### config.mk
export PLATFORM = sky130hd
export DESIGN_NAME = coordinate_frame_to_servo_stepper_flat
export DESIGN_NICKNAME = d
export VERILOG_FILES = /design/src/hw/rtl/cfss_pkg.sv /design/src/hw/rtl/cfss_if.sv /design/src/hw/rtl/cfss_scale.sv /design/src/hw/rtl/coordinate_frame_to_servo_stepper.sv /design/src/flat_wrapper.sv
export SDC_FILE = /design/constraint.sdc
export NUM_CORES = 1
export LEC_CHECK = 0
export BUFFER_PORTS_ARGS = -buffer_cell sky130_fd_sc_hd__clkbuf_2
export CELL_PAD_IN_SITES_DETAIL_PLACEMENT = 0
export CELL_PAD_IN_SITES_GLOBAL_PLACEMENT = 2
export CORE_MARGIN = 3
export CORE_UTILIZATION = 44
export CTS_CLUSTER_SIZE = 8
export DETAILED_ROUTE_END_ITERATION = 12
export PLACE_DENSITY = 0.87
export SYNTH_ARGS = -nofsm -noshare
export SYNTH_HDL_FRONTEND = slang
export SYNTH_SLANG_ARGS = --single-unit
### constraint.sdc
create_clock -name clk -period 13.1 [get_ports clk]
set_input_delay 0.655 -clock clk [delete_from_list [all_inputs] [get_ports clk]]
set_output_delay 0.655 -clock clk [all_outputs]
set_load 0.05 [all_outputs]
### src/hw/rtl/cfss_pkg.sv
// Package: constants and codes for the coordinate frame to servo/stepper block.
package cfss_pkg;

  localparam logic [7:0]  START_MARK  = 8'hFF;
  localparam logic [8:0]  SERVO_BASE  = 9'd221;
  localparam logic [10:0] X_FULL      = 11'd1920;
  localparam logic [10:0] Y_FULL      = 11'd1080;
  localparam logic [9:0]  STEP_LIMIT  = 10'd623;
  localparam logic [9:0]  STEP_OFFSET = 10'd107;

  // floor(d*47/1920) as (d*SERVO_RECIP) >> 24, exact for d <= 1920
  localparam logic [18:0] SERVO_RECIP = 19'd410693;
  // floor(y*730/1080) as (y*STEP_RECIP) >> 20, exact for y <= 1080
  localparam logic [19:0] STEP_RECIP  = 20'd708761;

  localparam logic [2:0] PH_IDLE = 3'd0;
  localparam logic [2:0] PH_X_HI = 3'd1;
  localparam logic [2:0] PH_X_LO = 3'd2;
  localparam logic [2:0] PH_Y_HI = 3'd3;
  localparam logic [2:0] PH_Y_LO = 3'd4;

endpackage

### src/hw/rtl/cfss_if.sv
// Interfaces: received byte channel and servo/stepper result channel.
interface cfss_byte_if;
  logic       valid;
  logic       ready;
  logic [7:0] rx_byte;
  modport source (output valid, output rx_byte, input ready);
  modport sink   (input valid, input rx_byte, output ready);
endinterface

interface cfss_result_if;
  logic       valid;
  logic       ready;
  logic [8:0] servo_value;
  logic       move_valid;
  logic [9:0] move_steps;
  logic       move_back;
  logic       ack_valid;
  modport source (output valid, output servo_value, output move_valid, output move_steps,
                  output move_back, output ack_valid, input ready);
  modport sink   (input valid, input servo_value, input move_valid, input move_steps,
                  input move_back, input ack_valid, output ready);
endinterface

### src/hw/rtl/cfss_scale.sv
// Coordinate scaling: x to servo compare, y to forward step count.
module cfss_scale (
  input  logic [15:0] x_word,
  input  logic [15:0] y_word,
  output logic [8:0]  servo,
  output logic [9:0]  steps
);
  import cfss_pkg::*;

  logic [10:0] x_sat;
  logic [10:0] x_dist;
  logic [29:0] x_prod;
  logic [10:0] y_sat;
  logic [30:0] y_prod;
  logic [9:0]  y_raw;

  always_comb begin
    x_sat  = (x_word > {5'd0, X_FULL}) ? X_FULL : x_word[10:0];
    x_dist = X_FULL - x_sat;
    x_prod = {19'd0, x_dist} * {11'd0, SERVO_RECIP};
    servo  = SERVO_BASE + {3'd0, x_prod[29:24]};

    y_sat  = (y_word > {5'd0, Y_FULL}) ? Y_FULL : y_word[10:0];
    y_prod = {20'd0, y_sat} * {11'd0, STEP_RECIP};
    y_raw  = y_prod[29:20];
    steps  = (y_raw <= STEP_LIMIT) ? y_raw + STEP_OFFSET : y_raw;
  end

endmodule

### src/hw/rtl/coordinate_frame_to_servo_stepper.sv
// Top level: byte-wise frame parser driving servo compare and stepper moves.
//
//   channel | dir | payload                                              | request
//   rx      | in  | rx_byte[7:0]                                         | one byte
//   res     | out | servo_value, move_valid, move_steps, move_back, ack  | one per byte
//
// One byte per cycle sustained while res is not held. Path from rx to res:
// Input register, then parser state and one constant multiply per coordinate into
// the result register. Both stages stall together only while res is held.
// Synchronous reset clears phase, coordinate bytes, last step count; servo to 221.
module coordinate_frame_to_servo_stepper (
  input  logic                 clk,
  input  logic                 rst,
  cfss_byte_if.sink            rx,
  cfss_result_if.source        res
);
  import cfss_pkg::*;

  logic       s1_valid;
  logic [7:0] s1_byte;
  logic       advance;

  logic [2:0] phase, phase_next;
  logic [7:0] x_high, x_high_next;
  logic [7:0] y_high, y_high_next;
  logic [9:0] last_steps, last_steps_next;
  logic [8:0] servo_reg, servo_reg_next;

  logic       res_valid;
  logic       mv_next, back_next, ack_next;
  logic [9:0] steps_next;
  logic [8:0] res_servo;
  logic       res_mv, res_back, res_ack;
  logic [9:0] res_steps;

  logic [8:0] servo_calc;
  logic [9:0] steps_calc;

  assign advance  = !res_valid || res.ready;
  assign rx.ready = !s1_valid || advance;

  cfss_scale u_scale (
    .x_word ({x_high, s1_byte}),
    .y_word ({y_high, s1_byte}),
    .servo  (servo_calc),
    .steps  (steps_calc)
  );

  always_comb begin
    phase_next      = phase;
    x_high_next     = x_high;
    y_high_next     = y_high;
    last_steps_next = last_steps;
    servo_reg_next  = servo_reg;
    mv_next         = 1'b0;
    back_next       = 1'b0;
    ack_next        = 1'b0;
    steps_next      = 10'd0;
    case (phase)
      PH_IDLE: begin
        if (s1_byte == START_MARK) begin
          mv_next        = 1'b1;
          back_next      = 1'b1;
          steps_next     = last_steps;
          servo_reg_next = SERVO_BASE;
          phase_next     = PH_X_HI;
        end
      end
      PH_X_HI: begin
        x_high_next = s1_byte;
        phase_next  = PH_X_LO;
      end
      PH_X_LO: begin
        servo_reg_next = servo_calc;
        phase_next     = PH_Y_HI;
      end
      PH_Y_HI: begin
        y_high_next = s1_byte;
        phase_next  = PH_Y_LO;
      end
      PH_Y_LO: begin
        last_steps_next = steps_calc;
        mv_next         = 1'b1;
        steps_next      = steps_calc;
        ack_next        = 1'b1;
        phase_next      = PH_IDLE;
      end
      default: begin
        phase_next = PH_IDLE;
      end
    endcase
  end

  always_ff @(posedge clk) begin
    if (rst) begin
      s1_valid <= 1'b0;
    end else if (rx.ready) begin
      s1_valid <= rx.valid;
    end
    if (rx.valid && rx.ready) begin
      s1_byte <= rx.rx_byte;
    end
  end

  always_ff @(posedge clk) begin
    if (rst) begin
      phase      <= PH_IDLE;
      x_high     <= 8'd0;
      y_high     <= 8'd0;
      last_steps <= 10'd0;
      servo_reg  <= SERVO_BASE;
      res_valid  <= 1'b0;
    end else if (advance) begin
      res_valid <= s1_valid;
      if (s1_valid) begin
        phase      <= phase_next;
        x_high     <= x_high_next;
        y_high     <= y_high_next;
        last_steps <= last_steps_next;
        servo_reg  <= servo_reg_next;
      end
    end
  end

  always_ff @(posedge clk) begin
    if (advance && s1_valid) begin
      res_servo <= servo_reg_next;
      res_mv    <= mv_next;
      res_steps <= steps_next;
      res_back  <= back_next;
      res_ack   <= ack_next;
    end
  end

  assign res.valid       = res_valid;
  assign res.servo_value = res_servo;
  assign res.move_valid  = res_mv;
  assign res.move_steps  = res_steps;
  assign res.move_back   = res_back;
  assign res.ack_valid   = res_ack;

endmodule

### src/flat_wrapper.sv
// flat-port wrapper written by rule: the top's interface ports become plain ports
module coordinate_frame_to_servo_stepper_flat import cfss_pkg::*;
  (clk, rst, rx_valid, rx_rx_byte, rx_ready, res_valid, res_servo_value, res_move_valid, res_move_steps, res_move_back, res_ack_valid, res_ready);
  cfss_byte_if rx_i ();
  cfss_result_if res_i ();
  input  logic clk;
  input  logic rst;
  input wire logic [$bits(rx_i.valid)-1:0] rx_valid;
  input wire logic [$bits(rx_i.rx_byte)-1:0] rx_rx_byte;
  output wire logic [$bits(rx_i.ready)-1:0] rx_ready;
  output wire logic [$bits(res_i.valid)-1:0] res_valid;
  output wire logic [$bits(res_i.servo_value)-1:0] res_servo_value;
  output wire logic [$bits(res_i.move_valid)-1:0] res_move_valid;
  output wire logic [$bits(res_i.move_steps)-1:0] res_move_steps;
  output wire logic [$bits(res_i.move_back)-1:0] res_move_back;
  output wire logic [$bits(res_i.ack_valid)-1:0] res_ack_valid;
  input wire logic [$bits(res_i.ready)-1:0] res_ready;
  assign rx_i.valid = rx_valid;
  assign rx_i.rx_byte = rx_rx_byte;
  assign rx_ready = rx_i.ready;
  assign res_valid = res_i.valid;
  assign res_servo_value = res_i.servo_value;
  assign res_move_valid = res_i.move_valid;
  assign res_move_steps = res_i.move_steps;
  assign res_move_back = res_i.move_back;
  assign res_ack_valid = res_i.ack_valid;
  assign res_i.ready = res_ready;
  coordinate_frame_to_servo_stepper u_core (.clk(clk), .rst(rst), .rx(rx_i), .res(res_i));
endmodule
==> results.py, run 1 <==
metrics = {
    "synthesis": {
        "synth_simple_gate_area_frac": 0.141,
        "synth_warnings": 0,
        "synth_mux_area_frac": 0.0218,
        "ys_seq_elements": 70,
        "avgSynthCellArea_um2": 9.13,
        "synth-edff-count": 30,
        "synth_top_family_by_area": "adder cells",
        "ys.flop_type": "dfxtp_1",
        "netlist_area_um2": 8780,
        "synthesis.nets": 1217,
        "async_flop_share": 0,
        "synth_xor_area_frac": 0.0289,
        "synth_fa_ha_area_frac": 0.402,
        "yosysSeqAreaShare": 0.194,
        "synthCells": 962,
        "yosysUniqueCellTypes": 79,
        "synth_compound_area_frac": 0.126,
    },
    "placed_design": {
        "dp.cells": 1239,
        "io_buffers": 35,
        "postPlaceCellArea_um2": 9210,
        "place_hpwl_um": 16300,
        "dp_slack_ns": 5.09,
        "gp_congestion": 0.853,
    },
    "detailed_routing": {
        "drtIter0Drc": 265,
        "vias": 6568,
        "routed_via_density": 5.23,
        "routed_wl_um": 19700,
        "wl_per_cell_um": 15.7,
        "drtAntennaViolNets": 0,
        "first_pass_iters": 4,
        "drc_errors": 0,
    },
    "floorplan": {
        "dieHeight_um": 147,
        "chipWidth_um": 147,
        "fp-row-count": 51,
        "core_um2": 19500,
        "start_util": 0.450,
        "fp.dieArea_um2": 21700,
        "floorplan.io_pins": 36,
    },
    "sta": {
        "relSlewSlack": 0.287,
        "fmax_mhz": 125,
        "timing.setup.tns_ns": 0,
        "period_share": 0.610,
        "holdWs_ns": 0.464,
        "setup_viol": 0,
        "finalCriticalPeriod_ns": 7.99,
        "rsz0062_at_grt": "no",
        "fin_skew_ns": 0.0119,
        "drv_slew": 0,
        "worst_slack_ns": 5.11,
        "worst_pin_slew_ns": 1.07,
        "timing.final.hold_violations": 0,
    },
    "power_and_ir_drop": {
        "p_seq_frac": 0.186,
        "cellLeakagePower_nw": 4.79,
        "p_per_area_nw_per_um2": 134,
        "p_int_mw": 0.682,
        "clkPwrFrac": 0.187,
        "p_switching_mw": 0.589,
        "peakVddDrop_mv": 0.0829,
        "power_mw": 1.27,
        "switching_share": 0.464,
        "combinationalPowerShare": 0.627,
    },
    "final_layout": {
        "fillCellCount": 1945,
        "layout_common_cells": "178 x ha_1, 175 x inv_1, 65 x fa_1, 64 x nand2_1, 58 x nor2_1",
        "drive_gt1_frac": 0.0838,
        "layout.nets": 1240,
        "fin_util": 0.486,
        "multi_input_area_um2": 6330,
        "layout_commonest_cell": "ha_1",
        "fin_area_um2": 9500,
        "final-seq-area_um2": 1700,
        "final_cells": 1255,
        "syn_to_final_growth_pct": 8.13,
        "antenna_cells": 0,
    },
    "clocking": {
        "clockRootBuffer": "clkbuf_16",
        "clk_latency_ns": 0.34,
        "hold_buffers": 0,
        "cts_tree": "built",
        "clock_sinks": 70,
        "htreeDepth": 3,
        "cts.reportedPaths.clkPinSlew_ns": 0.07,
        "cts_setup_buffers": 0,
        "clock_path_buffers": 2,
        "cts_resized": 0,
        "cts_buffers": 9,
    },
    "global_route": {
        "first_global_vias": 6722,
        "grt_pass1_wl_um": 33600,
        "grt_max_degree": 44,
        "track_usage": 0.189,
        "grt.overflow.total": 0,
        "antenna_found_initial": 0,
    },
    "worst_setup_path": {
        "cp-end-kind": "flop",
        "critPathMaxFanout": 10,
        "worstPathRequired_ns": 13.18,
        "crit_type": "reg2reg",
        "cp-start-kind": "flop",
        "arrival_ns": 8.06,
    },
    "hold_path": {
        "hold_class": "reg2reg",
    },
    "job": {
        "cap_violations": 0,
    },
    "run_status": {
        "outcome": "completed",
    },
}
==> final timing paths <==
path,cells past startpoint,startpoint,slack [ns],to
worst max register to register,25,u_core.s1_byte[2],5.11,u_core.res.servo_value[3]
worst min register to register,2,u_core.servo_reg[1],0.46,u_core.servo_reg[1]
worst max-delay path,25,u_core.s1_byte[2],5.11,u_core.res.servo_value[3]
worst min-delay path,2,u_core.servo_reg[1],0.46,u_core.servo_reg[1]
==> cells by family (layout without fill, tap and decap cells) <==
family | Yosys count | after routing
compound gates | 155 | 155
xor+xnor | 29 | 29
fa+ha+maj | 243 | 243
buf+inv | 201 | 229
flops | 70 | 70
mux | 19 | 19
simple gates | 245 | 245
==> area by class of cell <==
cell class	instances	share of cell area
Sequential cell	70	0.179
Timing Repair Buffer	37	0.0200
Clock buffer	9	0.0237
Multi-Input combinational cell	691	0.666
Tap cell	265	0.0349
Inverter	176	0.0696
Clock inverter	7	0.00646
==> synth_stat cells, types with 5 or more instances <==
cell type | count | share of area
dfxtp_1 | 40 | 0.091
o21a_1 | 5 | 0.0043
a21o_1 | 11 | 0.0094
o21ai_1 | 10 | 0.0057
o31ai_1 | 5 | 0.0043
edfxtp_1 | 30 | 0.10
mux2i_1 | 18 | 0.021
and2_1 | 11 | 0.0078
xor2_1 | 15 | 0.015
fa_1 | 65 | 0.15
a211oi_1 | 9 | 0.0077
o21ai_0 | 25 | 0.014
or3_1 | 8 | 0.0057
nand3b_1 | 7 | 0.0060
nand4_1 | 10 | 0.0071
ha_1 | 178 | 0.25
xnor2_1 | 14 | 0.014
nand3_1 | 19 | 0.011
nand2b_1 | 6 | 0.0043
clkbuf_1 | 22 | 0.0094
a31oi_1 | 5 | 0.0036
inv_1 | 175 | 0.075
and3_1 | 10 | 0.0071
nand2_1 | 64 | 0.027
nor2_1 | 58 | 0.025
nor3_1 | 18 | 0.010
a211o_1 | 5 | 0.0050
a21oi_1 | 35 | 0.020
==> power groups by stage <==
stage / Combinational, mW / Sequential, mW / Clock, mW
global route: 0.919 / 0.237 / 0.253
floorplan: 0.614 / 0.247 / 0
finish: 0.797 / 0.237 / 0.238
detailed placement: 0.798 / 0.241 / 0
global placement: 0.799 / 0.242 / 0
CTS: 0.807 / 0.237 / 0.243
==> layer usage <==
layer  vias up  part of all wire  track usage
li1       3330                 -            -
met1      3132              0.48        0.263
met2        89              0.48        0.320
met3        17             0.023       0.0126
met4         0             0.015       0.0564
met5         -                 0            0
==> critical path: stages (launching register included) <==
cell,delay [ns]
edfxtp_1,0.55
or4_1,0.59
nor2_1,0.17
nand2_1,0.15
a31oi_1,0.56
nand2_1,0.23
ha_1,0.37
o21ai_0,0.15
a21boi_0,0.77
ha_1,0.37
ha_1,0.28
ha_1,0.28
inv_1,0.05
fa_1,0.52
inv_1,0.04
ha_1,0.29
ha_1,0.30
nand3_1,0.13
nor3_1,0.35
o31a_1,0.27
nor3_1,0.08
nor3_1,0.46
mux2i_1,0.24
and3_1,0.18
xor2_1,0.23
o21ai_0,0.11
Power figures use the tool's default switching activity.
==> inputs of run 2 (changes only) <==
CORE_UTILIZATION = 41   (was 44)
PLACE_DENSITY = 0.82   (was 0.87)
clock period = 8 ns   (was 13.1 ns; I/O delays follow)
==> run 2 against run 1 <==
  * Flip-flop and latch count unchanged
  * Sequential power rose by 62%
  * Cell count rose by 1.4%
  * Combinational power increased by 68%
  * Non-clock buffer count rose by 12
  * Clock-buffer cell count up 1
  * Via count barely moved
  * Largest cell class unchanged
  * Critical endpoint is now u_core.res.move_steps[1]
  * Highest routed layer unchanged
  * Worst hold slack worse by 0.22 ns
  * Global-route usage is 1.5 points lower
  * Largest power group unchanged
  * Critical path depth fell by 2
  * Wire length increased by 0.61%
==> results.py, run 2 (synthesized netlist as in run 1, its figures left out) <==
metrics = {
    "worst_setup_path": {
        "reg2reg_from": "u_core.s1_byte[6]",
        "slowest_stage": "or4_4",
        "crit_chain": "or4_4 > a211oi_4 > and2_1 > nand2_1 > inv_1 > ha_1 > ha_1 > inv_1 > fa_1 > fa_1 > inv_1 > fa_1 > ha_1 > a21o_1 > a41o_1 > o221a_1 > o21a_1 > a311oi_1 > xor2_1 > nand3b_1 > nand2_2 > mux2i_1 > a22o_1",
        "cp-start-kind": "flop",
        "worstPathRequired_ns": 8.09,
        "cp-end-kind": "flop",
        "slowest_delay_ns": 0.56,
        "arrival_ns": 7.53,
        "cpLargestDelayFamily": "adder cells",
        "crit_buf_inv": 3,
        "critPathMaxFanout": 8,
        "startpoint": "u_core.s1_byte[6]",
        "crit_type": "reg2reg",
    },
    "floorplan": {
        "start_util": 0.426,
        "floorplan.io_pins": 36,
        "fp-row-count": 52,
        "dieHeight_um": 152,
        "fp.dieArea_um2": 23200,
        "chipWidth_um": 152,
        "core_um2": 20600,
    },
    "power_and_ir_drop": {
        "cellLeakagePower_nw": 4.86,
        "p_int_mw": 1.16,
        "combinationalPowerShare": 0.629,
        "p_switching_mw": 0.971,
        "switching_share": 0.457,
        "p_per_area_nw_per_um2": 221,
        "peakVddDrop_mv": 0.122,
        "clkPwrFrac": 0.190,
        "power_mw": 2.13,
        "p_seq_frac": 0.181,
    },
    "final_layout": {
        "layout_common_cells": "178 x ha_1, 175 x inv_1, 65 x fa_1, 64 x nand2_1, 58 x nor2_1",
        "fillCellCount": 2033,
        "antenna_cells": 0,
        "final_cells": 1272,
        "drive_gt1_frac": 0.0938,
        "fin_area_um2": 9610,
        "fin_util": 0.466,
        "syn_to_final_growth_pct": 9.37,
        "layout.nets": 1252,
        "layout_commonest_cell": "ha_1",
    },
    "detailed_routing": {
        "drc_errors": 0,
        "top_layer_used": "met4",
        "drtIter0Drc": 258,
        "drtAntennaViolNets": 0,
        "first_pass_iters": 6,
        "dr_wl_met2_um": 9080,
        "vias": 6563,
        "wl_met3_um": 525,
        "routed_wl_um": 19900,
        "wl_met1_um": 10000,
        "wl_per_cell_um": 15.6,
        "routed_via_density": 5.16,
    },
    "clocking": {
        "cts_setup_buffers": 0,
        "clockRootBuffer": "clkbuf_16",
        "clock_path_buffers": 2,
        "cts_resized": 0,
        "hold_buffers": 0,
        "htreeDepth": 3,
        "clock_sinks": 70,
        "cts_buffers": 9,
        "cts_tree": "built",
        "clk_latency_ns": 0.33,
        "cts.reportedPaths.clkPinSlew_ns": 0.06,
    },
    "sta": {
        "setup_viol": 0,
        "relSlewSlack": 0.279,
        "timing.final.hold_violations": 0,
        "fmax_mhz": 134,
        "finalCriticalPeriod_ns": 7.44,
        "period_share": 0.930,
        "worst_pin_slew_ns": 1.08,
        "fin_skew_ns": 0.00720,
        "worst_slack_ns": 0.560,
        "holdWs_ns": 0.242,
        "drv_slew": 0,
        "timing.setup.tns_ns": 0,
        "rsz0062_at_grt": "no",
    },
    "hold_path": {
        "worstHoldStart": "rx_rx_byte[5]",
        "hold_class": "in2reg",
    },
    "placed_design": {
        "dp.cells": 1256,
        "gp_congestion": 0.881,
        "io_buffers": 35,
        "place_hpwl_um": 16400,
        "postPlaceCellArea_um2": 9310,
        "dp_slack_ns": 0.593,
    },
    "run_status": {
        "outcome": "completed",
    },
    "global_route": {
        "grt_pass1_wl_um": 33600,
        "grt.overflow.total": 0,
        "grt_max_degree": 44,
        "first_global_vias": 6534,
        "track_usage": 0.175,
        "antenna_found_initial": 0,
    },
    "job": {
        "cap_violations": 0,
    },
}
[run 2: cell count changes in the layout (fill, tap and decap cells not counted), sizes merged]
cell      previous run  this run
clkbuf              44        45
buf                  2        14
bufinv               0         1
clkinvlp             2         0
inv                179       176
clkinv               2         5
[run 2: area by class of cell]
| type | instances | area, µm² | share of cell area |
|---|---|---|---|
| clock inverters | 6 | 70.1 | 0.00729 |
| flip-flops and latches | 70 | 1700 | 0.177 |
| clock buffers | 10 | 229 | 0.0238 |
| multi-input cells | 691 | 6330 | 0.659 |
| repair buffers | 49 | 280 | 0.0292 |
| inverters | 176 | 661 | 0.0688 |
| well taps | 270 | 338 | 0.0352 |
[run 2: path summary, 6_finish.rpt]
| check | to | slack (ns) | depth (start not counted) |
|---|---|---|---|
| worst max-delay path | u_core.res.move_steps[1] | 0.56 | 23 |
| worst min-delay path | u_core.s1_byte[5] | 0.24 | 1 |
| worst max register to register | u_core.res.move_steps[1] | 0.56 | 23 |
| worst min register to register | u_core.servo_reg[1] | 0.45 | 2 |
[run 2: power groups by stage]
stage / clock (mW) / combinational (mW) / sequential, mW
after floorplan: 0 / 1.01 / 0.404
after global placement: 0 / 1.35 / 0.392
after detailed placement: 0 / 1.34 / 0.392
after CTS: 0.415 / 1.35 / 0.385
after global routing: 0.427 / 1.53 / 0.385
final: 0.404 / 1.34 / 0.385
[run 2: layer usage]
metal  up-vias  track usage
li1       3360            -
met1      3096        0.255
met2        93        0.280
met3        14       0.0222
met4         0       0.0347
met5         -            0
==> inputs of run 3 (changes only) <==
ABC_AREA = 1   (was unset)
CORE_UTILIZATION = 38   (was 41)
PLACE_DENSITY = 0.81   (was 0.82)
==> run 3 against run 2 <==
  * Non-clock buffer count down 9
  * Sequential power up 1%
  * First-iteration DRC count up 40%
  * Final area up 7.4%
  * Largest power group unchanged
  * Critical path depth up 10
  * Fmax up 3.9%
  * Clock power down 3%
  * Combinational power up 19%
  * Critical endpoint is now u_core.res.move_steps[8]
  * Register-to-register slack better by 0.28 ns
  * Wire length up 21%
  * Worst hold slack worse by 0.011 ns
==> results.py, run 3 <==
metrics = {
    "sta": {
        "holdWs_ns": 0.231,
        "setup_viol": 0,
        "period_share": 0.895,
        "timing.setup.tns_ns": 0,
        "drv_slew": 0,
        "relSlewSlack": 0.383,
        "timing.final.hold_violations": 0,
        "fin_skew_ns": 0.0118,
        "fmax_mhz": 140,
        "rsz0062_at_grt": "no",
        "finalCriticalPeriod_ns": 7.16,
        "worst_pin_slew_ns": 0.922,
    },
    "floorplan": {
        "start_util": 0.388,
        "fp-row-count": 57,
        "floorplan.io_pins": 36,
        "fp.dieArea_um2": 26900,
        "dieHeight_um": 164,
        "core_um2": 24500,
        "chipWidth_um": 164,
    },
    "clocking": {
        "clock_sinks": 70,
        "cts_buffers": 9,
        "clk_latency_ns": 0.34,
        "htreeDepth": 3,
        "cts_tree": "built",
        "clock_path_buffers": 2,
        "cts_resized": 0,
        "clockRootBuffer": "clkbuf_16",
        "hold_buffers": 0,
        "cts.reportedPaths.clkPinSlew_ns": 0.07,
        "cts_setup_buffers": 0,
    },
    "worst_setup_path": {
        "worstSetupEndpoint": "u_core.res.move_steps[8]",
        "startpoint": "u_core.s1_byte[0]",
        "arrival_ns": 7.26,
        "cp-end-kind": "flop",
        "slowest_delay_ns": 0.59,
        "reg2reg_from": "u_core.s1_byte[0]",
        "r2r_end": "u_core.res.move_steps[8]",
        "cp-start-kind": "flop",
        "cp_common_cell": "nand2_1",
        "r2r_cells": 33,
        "slowest_stage": "nor2_1",
        "reg2reg_slack_ns": 0.84,
        "critPathMaxFanout": 9,
        "crit_type": "reg2reg",
        "worstPathRequired_ns": 8.10,
    },
    "hold_path": {
        "hold_class": "in2reg",
        "hold_path_depth": 1,
    },
    "synthesis": {
        "synth_warnings": 0,
        "netlist_area_um2": 9500,
        "ys_top_cells_by_area": "ha_1 23%, fa_1 14%, inv_1 11%",
        "synthMostInstantiatedCell": "inv_1",
        "avgSynthCellArea_um2": 7.52,
        "synth_top_cell_by_area": "ha_1",
        "synthDominantCellAreaShare": 0.234,
        "ys.flop_type": "dfxtp_1",
        "yosysUniqueCellTypes": 44,
        "ys_seq_elements": 70,
        "synthesis.nets": 1518,
        "async_flop_share": 0,
        "synthCells": 1263,
        "yosysSeqAreaShare": 0.179,
        "synth-edff-count": 30,
        "yosys-top-cells-count": "283 x inv_1, 236 x nand2_1, 178 x ha_1, 107 x nor2_1, 74 x a21oi_1",
    },
    "global_route": {
        "first_global_vias": 7938,
        "antenna_found_initial": 0,
        "grt_max_degree": 34,
        "grt.overflow.total": 0,
        "grt_pass1_wl_um": 40300,
        "track_usage": 0.188,
    },
    "placed_design": {
        "place_hpwl_um": 20500,
        "postPlaceCellArea_um2": 10000,
        "io_buffers": 35,
        "gp_congestion": 0.873,
    },
    "detailed_routing": {
        "routed_wl_um": 24000,
        "drc_errors": 0,
        "first_pass_iters": 5,
        "wl_per_cell_um": 14.7,
        "drtAntennaViolNets": 0,
        "vias": 7866,
        "routed_via_density": 4.83,
        "drtIter0Drc": 360,
    },
    "final_layout": {
        "layout.nets": 1556,
        "drive_gt1_frac": 0.0743,
        "layout_commonest_cell": "inv_1",
        "antenna_cells": 0,
        "layout_common_cells": "283 x inv_1, 236 x nand2_1, 178 x ha_1, 106 x nor2_1, 74 x a21oi_1",
        "syn_to_final_growth_pct": 8.65,
        "fin_area_um2": 10300,
    },
    "power_and_ir_drop": {
        "cellLeakagePower_nw": 5.58,
        "p_per_area_nw_per_um2": 230,
        "peakVddDrop_mv": 0.107,
    },
    "job": {
        "cap_violations": 0,
    },
    "run_status": {
        "outcome": "completed",
    },
}
run 3: changes by cell type after synthesis, moves of 19 or more:
cell,delta
a21oi_1,+39
nand2_1,+172
inv_1,+108
o21ai_0,+26
nand3_1,+19
nor2_1,+49
run 3: per-layer routing:
metal | part of all wire | routed length [µm] | GRT usage | vias to the layer above
met4 | 0.019 | 455 | 0.0469 | 0
met1 | 0.49 | 11600 | 0.257 | 3624
li1 | - | - | - | 4123
met2 | 0.47 | 11300 | 0.321 | 95
met3 | 0.026 | 635 | 0.0184 | 24
met5 | 0 | 0 | 0 | -
run 3: stage by stage:
stage               worst slack [ns]   util  cells  total power, mW
CTS                            0.842  0.422   1630             2.40
global placement               0.932  0.410   1614             2.00
finish                         0.841  0.422   1630             2.37
global route                   0.344  0.422   1630             2.67
detailed placement             0.856  0.410   1614             1.99
floorplan                       2.13      -   1263             1.60
run 3: worst max-delay path, delay by kind of cell, from the launching register on:
kind                       cells  cell delay [ns]
and+or+nand+nor               15             1.96
adders and majority gates      7             2.79
AOI/OAI and AO/OA              4             0.90
DFF                            1             0.54
buffers and inverters          7             0.70
run 3: worst min path at each step:
stage / startpoint / to / slack, ns
after floorplan: u_core.servo_reg[0] / u_core.servo_reg[0] / 0.44
after CTS: rx_rx_byte[7] / u_core.s1_byte[7] / 0.22
after global placement: u_core.servo_reg[7] / u_core.servo_reg[7] / 0.45
after detailed placement: u_core.servo_reg[7] / u_core.servo_reg[7] / 0.46
after global routing: rx_rx_byte[5] / u_core.s1_byte[5] / 0.22
final: rx_rx_byte[7] / u_core.s1_byte[7] / 0.23
run 3: area by class of cell:
type / instances / area [µm²]
Fill cell: 2575 / 14100
Multi-Input combinational cell: 892 / 6640
Sequential cell: 70 / 1700
Inverter: 288 / 1080
Tap cell: 324 / 405
Clock buffer: 9 / 225
Timing Repair Buffer: 40 / 213
Clock inverter: 7 / 61.3
run 3: cell families after synthesis:
kind of cell    after synthesis  synth area share
xor+xnor                     13            0.0128
fa+ha+maj                   243             0.371
simple gates                468             0.217
compound gates              168            0.0973
flops                        70             0.179
buf+inv                     301             0.123
run 3: report_power, final:
part / switching (mW) / internal, mW
registers: 0.00646 / 0.384
clock network: 0.177 / 0.216
logic: 1.04 / 0.543
total: 1.23 / 1.14
